**src/sv/sensor_scan_sequencer_core_macros.svh**
```systemverilog
// Assertion macros shared by the sensor scan sequencer RTL.
`ifndef SENSOR_SCAN_SEQUENCER_CORE_MACROS_SVH
`define SENSOR_SCAN_SEQUENCER_CORE_MACROS_SVH

// Check that a condition holds in the same cycle as its trigger.
`define SSS_ASSERT_NOW(lbl, ante, cons, msg) \
    lbl: assert property (@(posedge clk) disable iff (!rst_n) (ante) |-> (cons)) \
        else $error(msg);

// Check that a condition holds in the cycle after its trigger.
`define SSS_ASSERT_NEXT(lbl, ante, cons, msg) \
    lbl: assert property (@(posedge clk) disable iff (!rst_n) (ante) |=> (cons)) \
        else $error(msg);

`endif

```
**src/sv/sss_pkg.sv**
```systemverilog
// Types and constants of the sensor scan sequencer.
`default_nettype none
package sss_pkg;

    localparam int SAMPLE_W = 10;
    localparam int CHAN_W   = 3;

    typedef enum logic [1:0] {
        REQ_NORMAL = 2'd0,
        REQ_FULL   = 2'd1,
        REQ_KNOCK  = 2'd2,
        REQ_DONE   = 2'd3
    } req_kind_t;

    localparam logic [CHAN_W-1:0] CH_PRESSURE = 3'd0;
    localparam logic [CHAN_W-1:0] CH_BATTERY  = 3'd1;
    localparam logic [CHAN_W-1:0] CH_TEMP     = 3'd2;
    localparam logic [CHAN_W-1:0] CH_DUMMY    = 3'd3;
    localparam logic [CHAN_W-1:0] CH_KNOCK    = 3'd4;

    typedef struct packed {
        req_kind_t           req_type;
        logic [SAMPLE_W-1:0] sample;
    } req_t;

    typedef struct packed {
        logic                start_conversion;
        logic [CHAN_W-1:0]   next_channel;
        logic                ready_res;
        logic [SAMPLE_W-1:0] pressure_value;
        logic [SAMPLE_W-1:0] battery_value;
        logic [SAMPLE_W-1:0] coolant_value;
        logic [SAMPLE_W-1:0] knock_level;
    } res_t;

endpackage
`default_nettype wire

```
**src/sv/sensor_scan_sequencer_core.sv**
```systemverilog
// Top level of the sensor scan sequencer: channel sequencing and sample store.
`default_nettype none
// Sensor scan sequencer. Each request transaction (a normal, full or knock
// start, or a conversion-done event carrying a sample) updates the channel
// selector, the idle flag and the four sample registers, and its result
// transaction appears in the result register in the following cycle.
// One transaction is accepted per cycle; req_ready drops only while a
// result waits in the result register and res_ready is low. The result
// register is the only stage. SAMPLE_BITS sets how many low bits of each
// sample are kept (at most the 10-bit field width).
`include "sensor_scan_sequencer_core_macros.svh"
module sensor_scan_sequencer_core #(
    parameter int SAMPLE_BITS = 10
) (
    input  wire logic          clk,
    input  wire logic          rst_n,
    input  wire logic          req_valid,
    output logic               req_ready,
    input  wire sss_pkg::req_t req,
    output logic               res_valid,
    input  wire logic          res_ready,
    output sss_pkg::res_t      res
);

    localparam int KEEP_BITS = (SAMPLE_BITS < sss_pkg::SAMPLE_W) ? SAMPLE_BITS
                                                                 : sss_pkg::SAMPLE_W;

    logic [sss_pkg::CHAN_W-1:0] chan_reg, chan_next;
    logic                       idle_reg, idle_next;
    logic                       full_reg, full_next;
    logic [KEEP_BITS-1:0]       pressure_reg, pressure_next;
    logic [KEEP_BITS-1:0]       battery_reg, battery_next;
    logic [KEEP_BITS-1:0]       coolant_reg, coolant_next;
    logic [KEEP_BITS-1:0]       knock_reg, knock_next;
    logic                       start_next;
    logic [KEEP_BITS-1:0]       value;
    logic                       accept;
    logic                       res_valid_reg;
    sss_pkg::res_t              res_reg, res_next;

    assign req_ready = !res_valid_reg || res_ready;
    assign accept    = req_valid && req_ready;
    assign value     = req.sample[KEEP_BITS-1:0];
    assign res_valid = res_valid_reg;
    assign res       = res_reg;

    always_comb
    begin
        chan_next     = chan_reg;
        idle_next     = idle_reg;
        full_next     = full_reg;
        pressure_next = pressure_reg;
        battery_next  = battery_reg;
        coolant_next  = coolant_reg;
        knock_next    = knock_reg;
        start_next    = 1'b0;
        case (req.req_type)
            sss_pkg::REQ_NORMAL, sss_pkg::REQ_FULL, sss_pkg::REQ_KNOCK:
            begin
                // A full start latches its flag even while busy.
                if (req.req_type == sss_pkg::REQ_FULL)
                begin
                    full_next = 1'b1;
                end
                if (idle_reg)
                begin
                    idle_next  = 1'b0;
                    start_next = 1'b1;
                    chan_next  = (req.req_type == sss_pkg::REQ_KNOCK) ? sss_pkg::CH_DUMMY
                                                                     : sss_pkg::CH_PRESSURE;
                end
            end
            sss_pkg::REQ_DONE:
            begin
                if (!idle_reg)
                begin
                    case (chan_reg)
                        sss_pkg::CH_PRESSURE:
                        begin
                            pressure_next = value;
                            chan_next     = sss_pkg::CH_BATTERY;
                            start_next    = 1'b1;
                        end
                        sss_pkg::CH_BATTERY:
                        begin
                            battery_next = value;
                            chan_next    = sss_pkg::CH_TEMP;
                            start_next   = 1'b1;
                        end
                        sss_pkg::CH_TEMP:
                        begin
                            coolant_next = value;
                            if (full_reg)
                            begin
                                full_next  = 1'b0;
                                chan_next  = sss_pkg::CH_KNOCK;
                                start_next = 1'b1;
                            end
                            else
                            begin
                                chan_next = sss_pkg::CH_PRESSURE;
                                idle_next = 1'b1;
                            end
                        end
                        sss_pkg::CH_DUMMY:
                        begin
                            // Drop the throwaway sample.
                            chan_next  = sss_pkg::CH_KNOCK;
                            start_next = 1'b1;
                        end
                        sss_pkg::CH_KNOCK:
                        begin
                            knock_next = value;
                            idle_next  = 1'b1;
                        end
                        default:
                        begin
                            // Unreachable selector: hold everything.
                        end
                    endcase
                end
            end
            default:
            begin
            end
        endcase

        res_next.start_conversion = start_next;
        res_next.next_channel     = chan_next;
        res_next.ready_res        = idle_next;
        res_next.pressure_value   = sss_pkg::SAMPLE_W'(pressure_next);
        res_next.battery_value    = sss_pkg::SAMPLE_W'(battery_next);
        res_next.coolant_value    = sss_pkg::SAMPLE_W'(coolant_next);
        res_next.knock_level      = sss_pkg::SAMPLE_W'(knock_next);
    end

    always_ff @(posedge clk or negedge rst_n)
    begin
        if (!rst_n)
        begin
            chan_reg      <= sss_pkg::CH_PRESSURE;
            idle_reg      <= 1'b1;
            full_reg      <= 1'b0;
            pressure_reg  <= '0;
            battery_reg   <= '0;
            coolant_reg   <= '0;
            knock_reg     <= '0;
            res_valid_reg <= 1'b0;
        end
        else
        begin
            if (accept)
            begin
                chan_reg     <= chan_next;
                idle_reg     <= idle_next;
                full_reg     <= full_next;
                pressure_reg <= pressure_next;
                battery_reg  <= battery_next;
                coolant_reg  <= coolant_next;
                knock_reg    <= knock_next;
            end
            if (accept)
            begin
                res_valid_reg <= 1'b1;
            end
            else if (res_ready)
            begin
                res_valid_reg <= 1'b0;
            end
        end
    end

    always_ff @(posedge clk)
    begin
        if (accept)
        begin
            res_reg <= res_next;
        end
    end

    `SSS_ASSERT_NOW(a_idle_chan, idle_reg,
        (chan_reg == sss_pkg::CH_PRESSURE) || (chan_reg == sss_pkg::CH_KNOCK),
        "idle with channel other than pressure or knock")
    `SSS_ASSERT_NEXT(a_knock_start, accept && idle_reg && (req.req_type == sss_pkg::REQ_KNOCK),
        (chan_reg == sss_pkg::CH_DUMMY) && !idle_reg && res_reg.start_conversion,
        "knock start did not select dummy channel")
    `SSS_ASSERT_NOW(a_start_busy, res_valid_reg && res_reg.start_conversion,
        !res_reg.ready_res, "conversion started while reporting ready")

endmodule
`default_nettype wire
```
**config.mk**
```make
export PLATFORM = sky130hd
export DESIGN_NAME = sensor_scan_sequencer_core
export DESIGN_NICKNAME = d
export VERILOG_FILES = /design/src/sv/sss_pkg.sv /design/src/sv/sensor_scan_sequencer_core.sv
export VERILOG_INCLUDE_DIRS = /design/src /design/src/sv
export SDC_FILE = /design/constraint.sdc
export NUM_CORES = 1
export LEC_CHECK = 0
export BUFFER_PORTS_ARGS = -buffer_cell sky130_fd_sc_hd__clkbuf_2
export CAP_MARGIN = 40
export CORE_UTILIZATION = 25
export DETAILED_ROUTE_END_ITERATION = 6
export GPL_TIMING_DRIVEN = 1
export PLACE_DENSITY = 0.38
export SLEW_MARGIN = 20
export SYNTH_ARGS = -nofsm -noshare
export SYNTH_HDL_FRONTEND = slang
export SYNTH_SLANG_ARGS = --single-unit
```
**constraint.sdc**
```tcl
create_clock -name clk -period 4.9 [get_ports clk]
set_clock_uncertainty 0.2 [all_clocks]
set_input_delay 0.245 -clock clk [delete_from_list [all_inputs] [get_ports clk]]
set_output_delay 0.245 -clock clk [all_outputs]
set_load 0.1 [all_outputs]
```
# After elaboration in Yosys (flattened, before gate mapping)
# Index checks and enable logic that the tools add are counted.
# Widths: inputs -> output; s select.
[totals]
regBits = 91
in_bits = 16
out_inout_bits = 47
[classes]
eq_ne = 10
n_mux = 33
reduce_logical = 9
[op_table]
columns = ["cell", "n"]
rows = [
  ["$mux 10", 12],
  ["$pmux 3 s4", 1],
  ["$mux 1", 10],
  ["$pmux 1 s2", 5],
  ["$mux 3", 3],
  ["$eq 3x2->1 const B", 2],
  ["$ne 2x2->1 const B", 3],
  ["$pmux 3 s2", 1],
  ["$reduce_or 3->1", 2],
  ["$eq 2x2->1 const B", 2],
  ["$reduce_and 4->1", 1],
  ["$eq 3x1->1 const B", 1],
  ["$eq 3x3->1 const B", 1],
  ["$logic_not 3->1", 1],
  ["$eq 2x1->1 const B", 1],
  ["$logic_not 2->1", 1],
  ["$mux 2", 1],
  ["$reduce_bool 2->1", 1],
  ["$logic_and 1x1->1", 1],
  ["$logic_not 1->1", 1],
  ["$logic_or 1x1->1", 1],
]

# Logic depth before layout (Yosys ltp)
[depth]
depth_word = 5
ltp_mapped = 5
mapped_depth_nobuf = 4

# Worst setup path before layout
# No wires, ideal clock.
[synth_path]
path_type = "register -> register"
startpoint = "reg res_valid_reg (netlist: res_valid)"
endpoint = "reg res_reg (netlist bit res[0]) (enable)"
setup_time_ns = 0.400
arrival_time_ns = 2.564
setup_slack_ns = 1.736
stages_incl_launch_ff = 5
synth_period_minus_slack_ns = 3.164
path_cell_list = "dfrtp_1 > nand2b_1 > buf_4 > nand2_1 > inv_1"
[synth_between]
elab_chain_cells = 3
[synth_lines]
columns = ["item", "line_no", "text"]
rows = [
  ["start, declared", "sensor_scan_sequencer_core.sv:38", "logic res_valid_reg;"],
  ["start signal, assigned", "sensor_scan_sequencer_core.sv:148", "res_valid_reg <= 1'b0;"],
  ["start signal, assigned", "sensor_scan_sequencer_core.sv:164", "res_valid_reg <= 1'b1;"],
  ["start signal, assigned", "sensor_scan_sequencer_core.sv:168", "res_valid_reg <= 1'b0;"],
  ["$logic_not 1->1", "sensor_scan_sequencer_core.sv:41", "assign req_ready = !res_valid_reg || res_ready;"],
  ["$logic_or 1x1->1", "sensor_scan_sequencer_core.sv:41", ""],
  ["via req_ready", "sensor_scan_sequencer_core.sv:18", "output logic req_ready,"],
  ["$logic_and 1x1->1", "sensor_scan_sequencer_core.sv:42", "assign accept = req_valid && req_ready;"],
  ["via accept", "sensor_scan_sequencer_core.sv:37", "logic accept;"],
  ["end signal, assigned", "sensor_scan_sequencer_core.sv:177", "res_reg <= res_next;"],
  ["end, declared", "sensor_scan_sequencer_core.sv:39", "sss_pkg::res_t res_reg, res_next;"],
]
# The timed path passes the listed nets, and every way through them passes these cells.
# A chain may end at the register's enable or synchronous reset.

# Worst setup path after layout
[layout_path]
startpoint = "reg chan_reg[1] in the netlist's numbering"
endpoint = "reg res_reg (netlist bit res[3]) (data pin)"
[layout_between]
elab_chain_cells = 4
[layout_lines]
columns = ["item", "line_no", "text"]
rows = [
  ["start, declared", "sensor_scan_sequencer_core.sv:28", "logic [sss_pkg::CHAN_W-1:0] chan_reg, chan_next;"],
  ["start signal, assigned", "sensor_scan_sequencer_core.sv:141", "chan_reg <= sss_pkg::CH_PRESSURE;"],
  ["start signal, assigned", "sensor_scan_sequencer_core.sv:154", "chan_reg <= chan_next;"],
  ["$eq 3x3->1", "sensor_scan_sequencer_core.sv:77", "case (chan_reg)"],
  ["$mux 10", "sensor_scan_sequencer_core.sv:77", ""],
  ["$mux 10", "sensor_scan_sequencer_core.sv:75", "if (!idle_reg)"],
  ["$mux 10", "sensor_scan_sequencer_core.sv:57", "case (req.req_type)"],
  ["via knock_next[3]", "sensor_scan_sequencer_core.sv:34", "logic [KEEP_BITS-1:0] knock_reg, knock_next;"],
]
# The timed path passes the listed nets, and every way through them passes these cells.

==> impl_metrics.ini <==
[run_status]
violations = DRC
status = complete, but fails checks

[sta]
post-route-period-util = 0.474
worstMarginPinSlew_ps = 751
hold_slack_ps = 46.9
setup_tns_ps = 0
fmax_ghz = 0.431
layout_setup_ws_ps = 2580
maxSlewHeadroom = 0.500
finalSetupViolCount = 0
final_max_slew_viol_count = 0
min_period_ps = 2320
finalHoldViolCount = 0
grt_setup_unrepaired = no

[setup_path]
cp_num_buf_inv = 0
cp_max_fo = 12
cp.required_ps = 4790
cp_slowest_cell = and2_1
max_stage_delay_ps = 590
startpoint_type = register
critPathKind = reg -> reg
path_delay_family = simple AND/OR/NAND/NOR gates
cp-end-kind = register
path_cells = nor2_2 -> and2_1 -> mux2_2
cp_data_arrival_time_ps = 2210

[grt]
grtUsageTotal = 0.113
grt_overflow = 0
grt_pass1_vias = 2218
grt_max_degree = 47
grt_pass1_wl_um = 13200
antenna_found_initial = 0

[placement]
dpl.hpwl_um = 5250
portBuffers = 62
place.gp.congestion = 0.718
place_ws_ps = 2550

[drt]
wire_per_inst_um = 17.3
drcViolationCount = 4
drt_wl_total_um = 8550
drt_first_iter_violations = 99
first_pass_iters = 6
ant_nets = 0
vias = 2189
viasPerCell = 4.44

[finish]
final_cell_mix = mux2_2 (78), clkbuf_2 (62), dfrtp_1 (45), edfxtp_1 (45), clkbuf_16 (9)
drive_above_1_share = 0.544
final_common_cell = mux2_2
antenna_cells = 0
syn_to_final_growth_pct = 21.5
final-seq-area_um2 = 2500
finalNetCount = 316
fill_cells = 1518
largest_reg_flops = 45
multi_input_area_um2 = 1300

[clocking]
clock_sinks = 91
htreeDepth = 3
cts_hold_buf = 1
clockBufferDepth = 2
clock-root-buffer = clkbuf_16
numCtsBuffers = 9
clock_latency_ps = 340
cts_tree = done
cts.clk_slew.worst_paths_ps = 70
cts_setup_buffers = 0
cts.repair.resized = 0

[logic_synthesis]
synth_fa_ha_area_frac = 0
async_reset_ff_frac = 0.505
synth_cell_types = 37
yosysTopAreaCell = edfxtp_1
synth.avg_cell_area_um2 = 16.7
synth-compound-area-share = 0.0364
syn_inst = 232
synthMuxAreaShare = 0.232
syn-num-nets = 248
synth_edf_count = 45
syn_area_um2 = 3880
ys_ff_latch = 91
synthSimpleGateAreaFrac = 0.0654
synth_top_area_share = 0.348
synth_ff_type = edfxtp_1
yosysSeqAreaShare = 0.645
synth_xor_area_frac = 0
synth_area_leaders = edfxtp_1 (35%), dfrtp_1 (29%), mux2_2 (23%), nand4_4 (2.2%), o2bb2ai_1 (0.90%)
ys_warn_count = 0
synth_top_family_by_area = multiplexers

[floorplanning]
die_x_um = 127
num_rows = 45
start_util = 0.255
fp.dieH_um = 127
die-area_um2 = 16000
core-area_um2 = 15200
ios = 63

[power_and_ir_drop]
ir_drop_mv = 0.181
power.leakage_nw = 2.04
pwr_density_cell_nw_per_um2 = 605

[flow_run]
cap_violations = 0

[hold_path]
min_path_type = in -> reg
-- per-stage QoR --
| step | total power [mW] | utilization | instances | instance area [um^2] |
|---|---|---|---|---|
| 2_1_floorplan | 2.03 | - | 232 | 3880 |
| 3_3_place_gp | 2.18 | 0.288 | 474 | 4370 |
| 3_5_place_dp | 2.19 | 0.291 | 476 | 4420 |
| 4_1_cts | 2.89 | 0.310 | 493 | 4720 |
| 5_1_grt | 2.99 | 0.310 | 493 | 4720 |
| 6_report | 2.85 | 0.310 | 493 | 4720 |
-- cells by family after synthesis --
family / Yosys count
multiplexers: 80
flip-flops: 91
AO/OA/AOI/OAI: 19
AND/OR/NAND/NOR: 28
buffers and inverters: 14
-- synth_stat cells (3+ instances only) --
library cell,number
edfxtp_1,45
dfrtp_1,45
o2bb2ai_1,4
o21ai_0,4
nand2b_1,3
buf_4,3
mux2_2,78
buf_2,3
nand2_2,3
nand2_1,3
nand4_4,4
inv_1,5
-- power breakdown --
part,switching [mW],internal (mW),total [mW],leakage [nW]
Sequential,0.124,1.06,1.19,1.04
Clock,0.291,0.394,0.685,0.137
Combinational,0.690,0.292,0.982,0.865
Total,1.10,1.75,2.85,2.04
-- metal layers --
| metal | GRT usage | share of wire | vias up | routed length [um] |
|---|---|---|---|---|
| met3 | 0.0190 | 0.026 | 10 | 225 |
| met5 | 0 | 0 | - | 0 |
| li1 | - | - | 1025 | - |
| met2 | 0.181 | 0.48 | 49 | 4120 |
| met4 | 0.0574 | 0.015 | 0 | 125 |
| met1 | 0.149 | 0.48 | 1105 | 4070 |
-- cell type report --
type | count | area share
clock inverters | 5 | 0.0117
repair buffers | 66 | 0.0796
well taps | 188 | 0.0499
inverters | 5 | 0.00398
flip-flops and latches | 91 | 0.531
multi-input cells | 127 | 0.275
clock buffers | 11 | 0.0493
-- path summary, 6_finish.rpt --
kind / startpoint / end / slack [ps] / cells past startpoint
worst min-delay path: req[1] / coolant_reg[1] / 50 / 2
worst max-delay path: chan_reg[1] / res[3] / 2580 / 3
max in group asynchronous: rst_n / coolant_reg[3] / 3710 / 3
worst max register to register: chan_reg[1] / res[3] / 2580 / 3
worst min register to register: pressure_reg[0] / pressure_reg[0] / 300 / 1
min in group asynchronous: rst_n / pressure_reg[6] / 350 / 3
No activity file was read; power rests on OpenSTA's default activity.
